===== config.mk =====
export PLATFORM = sky130hd
export DESIGN_NAME = prd_descriptor_table_builder_unit
export DESIGN_NICKNAME = d
export VERILOG_FILES = /design/src/hdl/pdtb_pkg.sv /design/src/hdl/pdtb_ctrl.sv /design/src/hdl/pdtb_datapath.sv /design/src/hdl/prd_descriptor_table_builder_unit.sv
export SDC_FILE = /design/constraint.sdc
export NUM_CORES = 1
export LEC_CHECK = 0
export ABC_AREA = 1
export CAP_MARGIN = 0
export CORE_MARGIN = 8
export CORE_UTILIZATION = 70
export DETAILED_ROUTE_END_ITERATION = 6
export DONT_BUFFER_PORTS = 1
export PLACE_DENSITY = 0.89
export SYNTH_ARGS = -nofsm -noshare
export SYNTH_HDL_FRONTEND = slang
export SYNTH_HIERARCHICAL = 1
export SYNTH_SLANG_ARGS = --single-unit
export TNS_END_PERCENT = 5

===== constraint.sdc =====
create_clock -name clk_i -period 29 [get_ports clk_i]
set_clock_uncertainty 0.2 [all_clocks]
set_input_delay 4.35 -clock clk_i [delete_from_list [all_inputs] [get_ports clk_i]]
set_output_delay 4.35 -clock clk_i [all_outputs]
set_load 0.01 [all_outputs]

===== src/hdl/pdtb_pkg.sv =====
// ----------------------------------------------------------------------------
// pdtb_pkg
// Shared types and constants for the descriptor table builder.
// ----------------------------------------------------------------------------
package pdtb_pkg;

  localparam int unsigned MAX_ENTRIES = 256;
  localparam int unsigned CNT_W       = $clog2(MAX_ENTRIES + 1);
  localparam int unsigned IDX_W       = 8;
  localparam int unsigned ADDR_W      = 32;
  localparam int unsigned LEN_W       = 21;
  localparam int unsigned WORD_W      = 32;

  localparam logic [LEN_W-1:0]  SEG_LIMIT = 21'h10_0000;
  localparam logic [16:0]       BOUNDARY  = 17'h1_0000;
  localparam logic [WORD_W-1:0] HALF_LEN  = 32'h0000_8000;
  localparam logic [WORD_W-1:0] END_BIT   = 32'h8000_0000;

  typedef enum logic [1:0] {
    RES_ENTRY    = 2'd0,
    RES_FULL     = 2'd1,
    RES_EMPTY    = 2'd2,
    RES_TOO_LONG = 2'd3
  } res_code_e;

  typedef struct packed {
    logic      load;       // take a new segment into the working registers
    logic      drop;       // segment swallowed after a failure
    logic      add;        // create one descriptor from the current chunk
    logic      add_half;   // second 32 KiB half of a full 64 KiB chunk
    logic      advance;    // move past the current chunk
    logic      set_fail;
    res_code_e fail_code;
    logic      fail_emit;
    logic      end_emit;   // close out the segment
  } pdtb_cmd_t;

  typedef struct packed {
    logic aborted;
    logic too_long;
    logic len_zero;
    logic table_full;
    logic split;
    logic chunk_final;
    logic out_free;
  } pdtb_stat_t;

endpackage


===== src/hdl/pdtb_ctrl.sv =====
// ----------------------------------------------------------------------------
// pdtb_ctrl
// Sequencer: walks a segment chunk by chunk, one descriptor step per cycle while the output register is free.
// ----------------------------------------------------------------------------
module pdtb_ctrl import pdtb_pkg::*; (
  input  logic       clk_i,
  input  logic       rst_ni,
  input  logic       in_valid_i,
  output logic       in_ready_o,
  input  pdtb_stat_t stat_i,
  output pdtb_cmd_t  cmd_o
);

  typedef enum logic [4:0] {
    S_IDLE = 5'b00001,
    S_SEG  = 5'b00010,
    S_HALF = 5'b00100,
    S_FAIL = 5'b01000,
    S_END  = 5'b10000
  } state_e;

  state_e state_q, state_d;

  assign in_ready_o = (state_q == S_IDLE);

  always_comb begin
    state_d = state_q;
    cmd_o   = '0;
    cmd_o.fail_code = RES_ENTRY;
    case (state_q)
      S_IDLE: begin
        if (in_valid_i) begin
          if (stat_i.aborted) begin
            cmd_o.drop = 1'b1;
          end else begin
            cmd_o.load = 1'b1;
            state_d    = S_SEG;
          end
        end
      end
      S_SEG: begin
        if (stat_i.out_free) begin
          if (stat_i.too_long) begin
            cmd_o.set_fail  = 1'b1;
            cmd_o.fail_code = RES_TOO_LONG;
            state_d         = S_FAIL;
          end else if (stat_i.len_zero) begin
            state_d = S_END;
          end else if (stat_i.table_full) begin
            cmd_o.set_fail  = 1'b1;
            cmd_o.fail_code = RES_FULL;
            state_d         = S_FAIL;
          end else if (stat_i.split) begin
            cmd_o.add = 1'b1;
            state_d   = S_HALF;
          end else begin
            cmd_o.add     = 1'b1;
            cmd_o.advance = 1'b1;
            state_d       = stat_i.chunk_final ? S_END : S_SEG;
          end
        end
      end
      S_HALF: begin
        if (stat_i.out_free) begin
          if (stat_i.table_full) begin
            cmd_o.set_fail  = 1'b1;
            cmd_o.fail_code = RES_FULL;
            state_d         = S_FAIL;
          end else begin
            cmd_o.add      = 1'b1;
            cmd_o.add_half = 1'b1;
            cmd_o.advance  = 1'b1;
            state_d        = stat_i.chunk_final ? S_END : S_SEG;
          end
        end
      end
      S_FAIL: begin
        if (stat_i.out_free) begin
          cmd_o.fail_emit = 1'b1;
          state_d         = S_IDLE;
        end
      end
      S_END: begin
        if (stat_i.out_free) begin
          cmd_o.end_emit = 1'b1;
          state_d        = S_IDLE;
        end
      end
      default: state_d = S_IDLE;
    endcase
  end

  always_ff @(posedge clk_i or negedge rst_ni) begin
    if (!rst_ni) begin
      state_q <= S_IDLE;
    end else begin
      state_q <= state_d;
    end
  end

endmodule


===== src/hdl/pdtb_datapath.sv =====
// ----------------------------------------------------------------------------
// pdtb_datapath
// Segment registers, chunk arithmetic, held descriptor and output register.
// ----------------------------------------------------------------------------
module pdtb_datapath import pdtb_pkg::*; (
  input  logic                    clk_i,
  input  logic                    rst_ni,
  input  logic                    cfg_we_i,
  input  logic                    cfg_wdata_i,
  input  logic [ADDR_W-1:0]       seg_addr_i,
  input  logic [LEN_W-1:0]        seg_len_i,
  input  logic                    seg_last_i,
  input  pdtb_cmd_t               cmd_i,
  output pdtb_stat_t              stat_o,
  output logic                    out_valid_o,
  input  logic                    out_ready_i,
  output logic [ADDR_W-1:0]       out_addr_o,
  output logic [WORD_W-1:0]       out_word_o,
  output logic [IDX_W-1:0]        out_index_o,
  output res_code_e               out_status_o,
  output logic                    out_last_o
);

  logic              mode_q;
  logic [ADDR_W-1:0] addr_q;
  logic [LEN_W-1:0]  len_q;
  logic              last_q;
  res_code_e         fail_q;

  logic              held_valid_q, held_valid_d;
  logic [ADDR_W-1:0] held_addr_q, held_addr_d;
  logic [WORD_W-1:0] held_ctl_q, held_ctl_d;
  logic [CNT_W-1:0]  cnt_q, cnt_d;
  logic              aborted_q, aborted_d;

  logic              ov_q, ov_d;
  logic [ADDR_W-1:0] oa_q, oa_d;
  logic [WORD_W-1:0] ow_q, ow_d;
  logic [IDX_W-1:0]  oi_q, oi_d;
  res_code_e         os_q, os_d;
  logic              ol_q, ol_d;

  logic [16:0]       room;
  logic [LEN_W-1:0]  bcount;
  logic [15:0]       xcount;
  logic              chunk_final;
  logic [WORD_W-1:0] new_ctl;
  logic [ADDR_W-1:0] new_addr;
  logic [CNT_W-1:0]  last_idx;
  logic              out_free;

  // bytes left before the next 64 KiB boundary
  assign room        = BOUNDARY - {1'b0, addr_q[15:0]};
  assign chunk_final = ({{(LEN_W-17){1'b0}}, room} >= len_q);
  assign bcount      = chunk_final ? len_q : {{(LEN_W-17){1'b0}}, room};
  assign xcount      = bcount[15:0];
  assign last_idx    = cnt_q - CNT_W'(1);
  assign out_free    = !ov_q || out_ready_i;

  always_comb begin
    if (cmd_i.add_half) begin
      new_addr = addr_q + HALF_LEN;
      new_ctl  = HALF_LEN;
    end else if (mode_q) begin
      // word count minus one in the upper half, modulo 2^16
      new_addr = addr_q;
      new_ctl  = {({2'b00, xcount[15:2]} - 16'd1), 16'h0000};
    end else if (xcount == 16'h0000) begin
      new_addr = addr_q;
      new_ctl  = HALF_LEN;
    end else begin
      new_addr = addr_q;
      new_ctl  = {16'h0000, xcount};
    end
  end

  assign stat_o.aborted     = aborted_q;
  assign stat_o.too_long    = (len_q > SEG_LIMIT);
  assign stat_o.len_zero    = (len_q == '0);
  assign stat_o.table_full  = (cnt_q >= CNT_W'(MAX_ENTRIES));
  assign stat_o.split       = !mode_q && (xcount == 16'h0000);
  assign stat_o.chunk_final = chunk_final;
  assign stat_o.out_free    = out_free;

  always_comb begin
    held_valid_d = held_valid_q;
    held_addr_d  = held_addr_q;
    held_ctl_d   = held_ctl_q;
    cnt_d        = cnt_q;
    aborted_d    = aborted_q;
    ov_d = out_ready_i ? 1'b0 : ov_q;
    oa_d = oa_q;
    ow_d = ow_q;
    oi_d = oi_q;
    os_d = os_q;
    ol_d = ol_q;

    if (cmd_i.drop && seg_last_i) begin
      held_valid_d = 1'b0;
      cnt_d        = '0;
      aborted_d    = 1'b0;
    end

    if (cmd_i.add) begin
      if (held_valid_q) begin
        ov_d = 1'b1;
        oa_d = held_addr_q;
        ow_d = held_ctl_q;
        oi_d = IDX_W'(last_idx);
        os_d = RES_ENTRY;
        ol_d = !last_q && cmd_i.advance && chunk_final;
      end
      held_valid_d = 1'b1;
      held_addr_d  = new_addr;
      held_ctl_d   = new_ctl;
      cnt_d        = cnt_q + CNT_W'(1);
    end

    if (cmd_i.fail_emit) begin
      ov_d = 1'b1;
      oa_d = '0;
      ow_d = '0;
      oi_d = '0;
      os_d = fail_q;
      ol_d = 1'b1;
      held_valid_d = 1'b0;
      if (last_q) begin
        cnt_d     = '0;
        aborted_d = 1'b0;
      end else begin
        aborted_d = 1'b1;
      end
    end

    if (cmd_i.end_emit && last_q) begin
      ov_d = 1'b1;
      ol_d = 1'b1;
      if (held_valid_q) begin
        oa_d = held_addr_q;
        ow_d = mode_q ? held_ctl_q : (held_ctl_q | END_BIT);
        oi_d = IDX_W'(last_idx);
        os_d = RES_ENTRY;
      end else begin
        oa_d = '0;
        ow_d = '0;
        oi_d = '0;
        os_d = RES_EMPTY;
      end
      held_valid_d = 1'b0;
      cnt_d        = '0;
      aborted_d    = 1'b0;
    end
  end

  always_ff @(posedge clk_i or negedge rst_ni) begin
    if (!rst_ni) begin
      mode_q       <= 1'b0;
      held_valid_q <= 1'b0;
      cnt_q        <= '0;
      aborted_q    <= 1'b0;
      ov_q         <= 1'b0;
    end else begin
      if (cfg_we_i) begin
        mode_q <= cfg_wdata_i;
      end
      held_valid_q <= held_valid_d;
      cnt_q        <= cnt_d;
      aborted_q    <= aborted_d;
      ov_q         <= ov_d;
    end
  end

  always_ff @(posedge clk_i) begin
    if (cmd_i.load) begin
      addr_q <= seg_addr_i;
      len_q  <= seg_len_i;
      last_q <= seg_last_i;
    end else if (cmd_i.advance) begin
      addr_q <= addr_q + ADDR_W'(bcount);
      len_q  <= len_q - bcount;
    end
    if (cmd_i.set_fail) begin
      fail_q <= cmd_i.fail_code;
    end
    held_addr_q <= held_addr_d;
    held_ctl_q  <= held_ctl_d;
    oa_q <= oa_d;
    ow_q <= ow_d;
    oi_q <= oi_d;
    os_q <= os_d;
    ol_q <= ol_d;
  end

  assign out_valid_o  = ov_q;
  assign out_addr_o   = oa_q;
  assign out_word_o   = ow_q;
  assign out_index_o  = oi_q;
  assign out_status_o = os_q;
  assign out_last_o   = ol_q;

endmodule


===== src/hdl/prd_descriptor_table_builder_unit.sv =====
// ----------------------------------------------------------------------------
// prd_descriptor_table_builder_unit
// Splits scatter-gather segments into 64 KiB-safe region descriptors.
// ----------------------------------------------------------------------------
// Each segment beat is split into descriptors that never cross a 64 KiB
// boundary; the newest descriptor is held back until the next one arrives or
// the last segment of the request closes the table. One descriptor step runs
// per cycle, and a full 64 KiB chunk in byte mode yields two descriptors;
// the sequencer stalls whenever the output register is still full. A segment
// that follows a failure in the same request is swallowed. Results come out
// of a single output register; failures carry tlast and zero data.
module prd_descriptor_table_builder_unit import pdtb_pkg::*; (
  input  logic        clk_i,
  input  logic        rst_ni,
  input  logic        cfg_we_i,
  input  logic        cfg_wdata_i,     // word-count mode select
  input  logic        s_axis_tvalid,
  output logic        s_axis_tready,
  input  logic [55:0] s_axis_tdata,    // seg_addr[31:0], seg_len[52:32], zero pad
  input  logic        s_axis_tlast,    // seg_last
  output logic        m_axis_tvalid,
  input  logic        m_axis_tready,
  output logic [71:0] m_axis_tdata,    // entry_addr[31:0], entry_word[63:32],
                                       // entry_index[71:64]
  output logic [1:0]  m_axis_tuser,    // status
  output logic        m_axis_tlast     // last_of_item
);

  pdtb_cmd_t         cmd;
  pdtb_stat_t        stat;
  logic [ADDR_W-1:0] out_addr;
  logic [WORD_W-1:0] out_word;
  logic [IDX_W-1:0]  out_index;
  res_code_e         out_status;

  pdtb_ctrl u_ctrl (
    .clk_i      (clk_i),
    .rst_ni     (rst_ni),
    .in_valid_i (s_axis_tvalid),
    .in_ready_o (s_axis_tready),
    .stat_i     (stat),
    .cmd_o      (cmd)
  );

  pdtb_datapath u_datapath (
    .clk_i        (clk_i),
    .rst_ni       (rst_ni),
    .cfg_we_i     (cfg_we_i),
    .cfg_wdata_i  (cfg_wdata_i),
    .seg_addr_i   (s_axis_tdata[31:0]),
    .seg_len_i    (s_axis_tdata[52:32]),
    .seg_last_i   (s_axis_tlast),
    .cmd_i        (cmd),
    .stat_o       (stat),
    .out_valid_o  (m_axis_tvalid),
    .out_ready_i  (m_axis_tready),
    .out_addr_o   (out_addr),
    .out_word_o   (out_word),
    .out_index_o  (out_index),
    .out_status_o (out_status),
    .out_last_o   (m_axis_tlast)
  );

  assign m_axis_tdata = {out_index, out_word, out_addr};
  assign m_axis_tuser = out_status;

  // a failure or empty-table beat always ends its segment's results
  assert property (@(posedge clk_i) disable iff (!rst_ni)
    m_axis_tvalid && (m_axis_tuser != RES_ENTRY) |-> m_axis_tlast)
    else $error("failure beat without tlast");

  assert property (@(posedge clk_i) disable iff (!rst_ni)
    m_axis_tvalid && (m_axis_tuser != RES_ENTRY) |-> (m_axis_tdata == '0))
    else $error("failure beat with nonzero data");

  // a taken segment occupies the sequencer unless it was swallowed
  assert property (@(posedge clk_i) disable iff (!rst_ni)
    s_axis_tvalid && s_axis_tready && !stat.aborted |=> !s_axis_tready)
    else $error("new segment taken while one is in progress");

  assert property (@(posedge clk_i) disable iff (!rst_ni)
    cmd.add |-> !stat.table_full)
    else $error("descriptor created past table capacity");

endmodule

After elaboration in Yosys (flattened, before gate mapping)
Index checks and enable logic that the tools add are counted.
W data, S select, Z words.
{ "totals": {"input_bits": 63, "wordCells": 141, "output_inout_bits": 77, "register_bits": 213} }
{ "classes": {"n_mux": 81, "eq_ne": 10, "reduce_logical": 22, "magnitude_cmp": 3, "addsub": 7} }
{ "op_table": {"columns": ["operator", "count"], "rows": [
  ["$mux W32", 15],
  ["$mux W21", 3],
  ["$mux W5", 11],
  ["$mux W9", 5],
  ["$mux W8", 5],
  ["$add A32 B16 Y32 const B", 1],
  ["$add A32 B21 Y32", 1],
  ["$mux W1", 25],
  ["$ge A17 B21 Y1", 1],
  ["$gt A21 B21 Y1 const B", 1],
  ["$logic_not A21 Y1", 1],
  ["$sub A21 B21 Y21", 1],
  ["$pmux W5 S4", 1],
  ["$sub A17 B16 Y17 const A", 1],
  ["$logic_not A16 Y1", 1],
  ["$mux W16", 1],
  ["$sub A14 B1 Y15 const B", 1],
  ["$mux W2", 7],
  ["$add A9 B1 Y9 const B", 1],
  ["$ge A9 B9 Y1 const B", 1],
  ["$mux W3", 3],
  ["$reduce_bool A3 Y1", 3],
  ["$mux W4", 2],
  ["$pmux W4 S2", 1],
  ["other kinds (19)", 30]
]} }

Longest topological paths before layout
Gate-level depths: netlist of the first run.
{ "depth": {"ltp_word": 13, "ltp_mapped": 36, "depth_no_buf": 35} }

By module
Netlist of the first run, hierarchy kept.
{ "by_module_without_submodules": {"columns": ["module", "area_each_um2", "seq_area_each_um2", "cells_per_inst", "instances"], "rows": [
  ["pdtb_datapath", 12251.8, 6140.9, 1428, 1],
  ["pdtb_ctrl", 539.3, 126.4, 85, 1]
]} }

Worst setup path after synthesis of the first run
OpenSTA, ideal clock, no wires.
{ "synth_timing": {"path_type": "input to register", "from": "input port m_axis_tready", "to": "register u_datapath.oa_q[0], in the netlist u_datapath/out_addr_o[0] (enable)", "path_buffers": 1, "required_ps": 28366, "setup_slack_ps": 16476, "arrival_ps": 11890, "cell_stages": 7, "setup_ps": 434, "path_cell_list": "inv_1 > nand2_1 > buf_4 > nand2_1 > o21ai_0 > nand2_1 > nand2_1"} }
{ "synth_rtl": {"columns": ["item", "line_no", "rtl"], "rows": [
  ["start, declared", "prd_descriptor_table_builder_unit.sv:22", "input logic m_axis_tready,"],
  ["end signal, assigned", "pdtb_datapath.sv:187", "oa_q <= oa_d;"],
  ["end, declared", "pdtb_datapath.sv:37", "logic [ADDR_W-1:0] oa_q, oa_d;"]
]} }

==> results.yml, run 1 <==
sta:
  setup_viol: 0
  worst_slack_ns: 22.24
  maxSlewHeadroom_pct: 37.5
  rsz0062_at_grt: "false"
  fin_crit_ns: 6.76
  finalCritPeriodShare_pct: 23.3
  slew_violations: 0
  hold_viol: 0
  holdWs_ns: 0.294
  fin_tns_setup_ns: 0
  worst_pin_slew_ns: 0.937
  max_freq_mhz: 148
synth:
  synth-seq-cells: 212
  syn_avg_cell_area_um2: 8.45
  synth_area_mm2: 0.0128
  synth.distinct_cells: 56
  synthFlopType: "edfxtp_1"
  ys_warn_count: 6
  synthCells: 1513
  async_flop_share_pct: 8.49
  synth_edf_count: 193
  seq_area_frac_synth_pct: 49.0
setup_path:
  cp_slowest_cell: "clkinv_1"
  path_max_fanout: 41
  cpPeakStageDelay_ns: 0.67
  path_class: "in -> reg"
  required_ns: 29.16
  startpoint_type: "input port"
  path_cells: "inv_1 > nand2_1 > inv_1 > nor2_1 > nand2_1 > inv_1 > nor2_1 > inv_1 > nand2_1 > clkinv_1 > buf_4 > nor2_1"
  r2r-start: "u_datapath/addr_q[0]$_DFFE_PP_"
  r2r_cells: 26
  end_kind: "flip-flop"
  arrival_ns: 6.92
  crit_end: "u_datapath/out_word_o[12]$_DFFE_PP_"
  rrSetupSlack_ns: 22.70
  cpMostUsedCell: "inv_1"
  reg2reg_to: "u_datapath/addr_q[20]$_DFFE_PP_"
  worstSetupStartpoint: "m_axis_tready"
final_layout:
  stdcell_count: 1755
  final_area_mm2: 0.0137
  nets: 1638
  final_cell_mix: "nand2_1, inv_1, edfxtp_1"
  drive_gt1_share_pct: 7.14
  area_growth_pct: 6.99
  final_common_cell: "nand2_1"
  fin_util_pct: 76.2
  n_antenna_cell: 0
global_routing:
  grtUsageTotal_pct: 28.1
  grt-ovfl-total: 0
  grt_pass1_wl_um: 50800
  grt_pass1_vias: 10061
  antenna_found_initial: 0
  grt_max_degree: 75
place:
  dp_cells: 1715
  placed_area_mm2: 0.0130
  io_buffers: 0
  detailedPlace.worstSlack_ns: 21.77
  gpl.final_weighted_congestion: 0.978
  dpl.hpwl_um: 23100
clocking:
  clk_pin_slew_ns: 0.06
  insertion_delay_ns: 0.52
  cts_root_buffer: "clkbuf_16"
  cts_tree: "yes"
  cts_hold_buffers: 0
  clock_sinks: 212
  clock_path_buffers: 3
  cts_buffers: 22
  postCtsSetupRepairBufs: 0
  cts.repair.resized: 0
  h-tree-depth: 1
routing:
  vias_per_cell: 5.87
  routed_wl_um: 31500
  drc_errors: 0
  drtPass1Iterations: 5
  ant_nets: 0
  drt_iter0_drc: 923
  wire_per_inst_um: 18.0
  num_vias: 10298
die:
  core-area_mm2: 0.0180
  die_w_um: 151
  start_util_pct: 71.2
  die_area_mm2: 0.0229
  placement_rows: 49
  io_pins: 140
  dieHeight_um: 151
pwr:
  p_leak_nw: 6.02
  p_total_mw: 1.75
  vdd_drop_max_v: 0.0000851
  cellPowerDensity_mw_per_mm2: 128
run:
  maxCapViolations: 0
status:
  status: "finished, final reports clean"
worst_hold_path:
  hp-class: "reg -> reg"
## worst min-delay path by stage
stage	startpoint	end	slack (ns)	cells after the start
after floorplan	u_datapath/cnt_q[7]$_DFF_PN0_	u_datapath/cnt_q[8]$_DFF_PN0_	0.25	1
after detailed placement	u_datapath/addr_q[1]$_DFFE_PP_	u_datapath/held_addr_q[1]$_DFFE_PP_	0.27	0
after CTS	u_datapath/addr_q[1]$_DFFE_PP_	u_datapath/held_addr_q[1]$_DFFE_PP_	0.29	0
after global routing	u_datapath/addr_q[1]$_DFFE_PP_	u_datapath/held_addr_q[1]$_DFFE_PP_	0.30	0
final	u_datapath/addr_q[1]$_DFFE_PP_	u_datapath/held_addr_q[1]$_DFFE_PP_	0.29	0
after global placement	u_datapath/cnt_q[7]$_DFF_PN0_	u_datapath/cnt_q[8]$_DFF_PN0_	0.25	1
## kinds of logic after synthesis
kind of cell,share of synthesized area [%]
DFF,49.0
adders and majority gates,6.48
xor gates and xnor gates,2.33
buffers and inverters,8.56
AOI/OAI and AO/OA,8.06
other,0.0293
and+or+nand+nor,25.6
## per-layer routing
| layer | up-vias | routed length (µm) | GRT usage [%] |
|---|---|---|---|
| met2 | 555 | 14600 | 46.1 |
| met3 | 74 | 3140 | 4.48 |
| met4 | 0 | 882 | 9.25 |
| li1 | 4975 | - | - |
| met5 | - | 0 | 0 |
| met1 | 4694 | 12900 | 37.4 |
## Yosys cell counts, drive strengths merged (2+ instances only)
master   count  area, µm²
edfxtp     193       5800
nor2       200        821
inv        243        912
xor2        21        184
a31oi       12       75.1
nand2      360       1380
or2         26        163
nand3b       3       22.5
nor3        24        120
a311oi       2       17.5
nand3       89        478
o21ai       55        283
nand4       33        221
a2111oi      2       17.5
fa           2       40.0
o21bai       6       45.0
a21oi       69        357
a21boi       2       15.0
o31ai        5       42.5
buf         12       88.8
a21o         5       37.5
ha          63        788
nor4         9       56.3
o221ai       2       17.5
o21a         7       52.6
clkbuf      24       90.1
dfrtp       17        425
xnor2       13        114
a211oi       3       22.5
## flip-flops by register name (all words and copies together) (netlist names)
name / cells
u_datapath/held_valid_q: 1
u_datapath/out_addr_o: 32
u_datapath/out_index_o: 8
u_datapath/cnt_q: 9
u_datapath/out_word_o: 32
u_datapath/last_q: 1
u_ctrl/state_q: 5
u_datapath/mode_q: 1
u_datapath/out_valid_o: 1
u_datapath/held_ctl_q: 31
u_datapath/out_status_o: 2
u_datapath/aborted_q: 1
u_datapath/out_last_o: 1
u_datapath/held_addr_q: 32
u_datapath/fail_q: 2
u_datapath/len_q: 21
u_datapath/addr_q: 32
## power breakdown
group	switching, mW	total [mW]	internal, mW
registers	0.0839	0.564	0.480
clock network	0.116	0.274	0.158
logic	0.601	0.912	0.311
## worst max-delay path, delay by kind of cell
kind	cells	cell delay, ns
buffers and inverters	6	1.65
AND/OR/NAND/NOR	6	0.89
## final cells by class
cell class	count	area (µm²)
fillers	1231	4280
flip-flops and latches	212	6270
multi-input cells	1024	5470
clock buffers	31	614
clock inverters	9	90.1
repair buffers	6	45.0
inverters	244	916
well taps	229	287
(Power assumes the default switching activity.)
==> run 2: changes to the inputs <==
- CORE_UTILIZATION: 70 -> 65
- PLACE_DENSITY: 0.89 -> 0.84
- clock period: 29 -> 6.58 ns (I/O delays scaled with it)
==> results.yml, run 2 (same netlist as run 1, synthesis figures left out) <==
status:
  status: "finished, final reports clean"
die:
  die_area_mm2: 0.0244
  placement_rows: 51
  start_util_pct: 65.9
  core-area_mm2: 0.0194
  io_pins: 140
  dieHeight_um: 156
  die_w_um: 156
clocking:
  clock_sinks: 212
  cts_tree: "yes"
  insertion_delay_ns: 0.52
  cts.repair.resized: 0
  postCtsSetupRepairBufs: 0
  clock_path_buffers: 3
  cts_buffers: 24
  clk_pin_slew_ns: 0.07
  h-tree-depth: 1
  cts_root_buffer: "clkbuf_16"
routing:
  ant_nets: 0
  routed_wl_um: 31500
  drtPass1Iterations: 5
  vias_per_cell: 5.74
  num_vias: 10312
  drt_iter0_drc: 787
  drc_errors: 0
  wire_per_inst_um: 17.5
sta:
  setup_viol: 0
  worst_pin_slew_ns: 0.915
  finalCritPeriodShare_pct: 90.7
  max_freq_mhz: 168
  worst_slack_ns: 0.615
  hold_viol: 0
  fin_crit_ns: 5.96
  holdWs_ns: 0.108
  fin_tns_setup_ns: 0
  maxSlewHeadroom_pct: 39.0
  slew_violations: 0
  rsz0062_at_grt: "false"
global_routing:
  grt_max_degree: 75
  grt_pass1_wl_um: 49000
  grt-ovfl-total: 0
  grtUsageTotal_pct: 25.2
  grt_pass1_vias: 9646
  antenna_found_initial: 0
place:
  dpl.hpwl_um: 23000
  io_buffers: 0
  detailedPlace.worstSlack_ns: 0.679
  gpl.final_weighted_congestion: 0.929
  placed_area_mm2: 0.0130
setup_path:
  startpoint_type: "flip-flop"
  cpMostUsedCell: "nand2_1"
  cpPeakStageDelay_ns: 0.43
  required_ns: 6.66
  end_kind: "flip-flop"
  path_max_fanout: 15
  arrival_ns: 6.04
  cp_slowest_cell: "edfxtp_1"
  path_class: "reg -> reg"
final_layout:
  multi_input_area_mm2: 0.00548
  n_antenna_cell: 0
  nets: 1643
  regArea_mm2: 0.00627
  fillers: 1527
  drive_gt1_share_pct: 7.70
  area_growth_pct: 8.55
  fin_util_pct: 71.6
  final_common_cell: "nand2_1"
  final_cell_mix: "nand2_1, inv_1, edfxtp_1"
  final_area_mm2: 0.0139
run:
  maxCapViolations: 0
pwr:
  cellPowerDensity_mw_per_mm2: 570
  vdd_drop_max_v: 0.000340
  p_leak_nw: 6.10
worst_hold_path:
  hp-class: "in -> async"
-- run 2: critical path: cells and delay by family, from the launching register on --
kind | cells | cell delay, ns
and+or+nand+nor | 14 | 2.21
AOI/OAI and AO/OA | 6 | 1.49
adders and majority gates | 4 | 1.05
DFF | 1 | 0.43
buffers and inverters | 4 | 0.35
-- run 2: worst paths after layout --
check	cells past startpoint	end	slack [ns]	startpoint
worst max-delay path	28	u_datapath/addr_q[20]$_DFFE_PP_	0.62	u_datapath/addr_q[0]$_DFFE_PP_
worst min-delay path	0	u_ctrl/state_q[0]$_DFFE_PN1P_	0.11	rst_ni
worst max register to register	28	u_datapath/addr_q[20]$_DFFE_PP_	0.62	u_datapath/addr_q[0]$_DFFE_PP_
worst min register to register	1	u_datapath/cnt_q[8]$_DFF_PN0_	0.28	u_datapath/cnt_q[7]$_DFF_PN0_
max in group asynchronous	1	u_datapath/cnt_q[4]$_DFF_PN0_	4.90	rst_ni
min in group clk_i	1	u_datapath/cnt_q[8]$_DFF_PN0_	0.28	u_datapath/cnt_q[7]$_DFF_PN0_
-- run 2: layout make-up --
class	count	share of cell area (%)
Timing Repair Buffer	8	0.451
Tap cell	265	2.39
Multi-Input combinational cell	1025	39.4
Clock inverter	19	1.63
Sequential cell	212	45.1
Inverter	244	6.60
Clock buffer	25	4.35
-- run 2: repair_timing --
action	4_1_cts	5_1_grt
endpoints found under the setup margin	0	1
endpoints found under the hold margin	17	0
hold buffers	1	0
-- run 2: per-layer routing --
metal  track usage (%)  wire (µm)  vias up
met5                 0          0        -
met4              8.88        917        0
met3              4.61       2730       79
met2              40.0      14100      492
met1              34.3      13700     4732
li1                  -          -     5009
-- run 2: where the power goes --
| part | switching, mW | leakage [nW] | internal [mW] | total, mW |
|---|---|---|---|---|
| clock network | 0.552 | 0.401 | 0.833 | 1.39 |
| registers | 0.367 | 2.01 | 2.12 | 2.48 |
| logic | 2.66 | 3.69 | 1.38 | 4.04 |
-- run 2: through the flow --
step	total power, mW	std cells
after global routing	8.50	1798
after detailed placement	6.42	1752
after global placement	6.28	1752
final	7.91	1798
after floorplan	5.40	1516
after CTS	7.84	1797
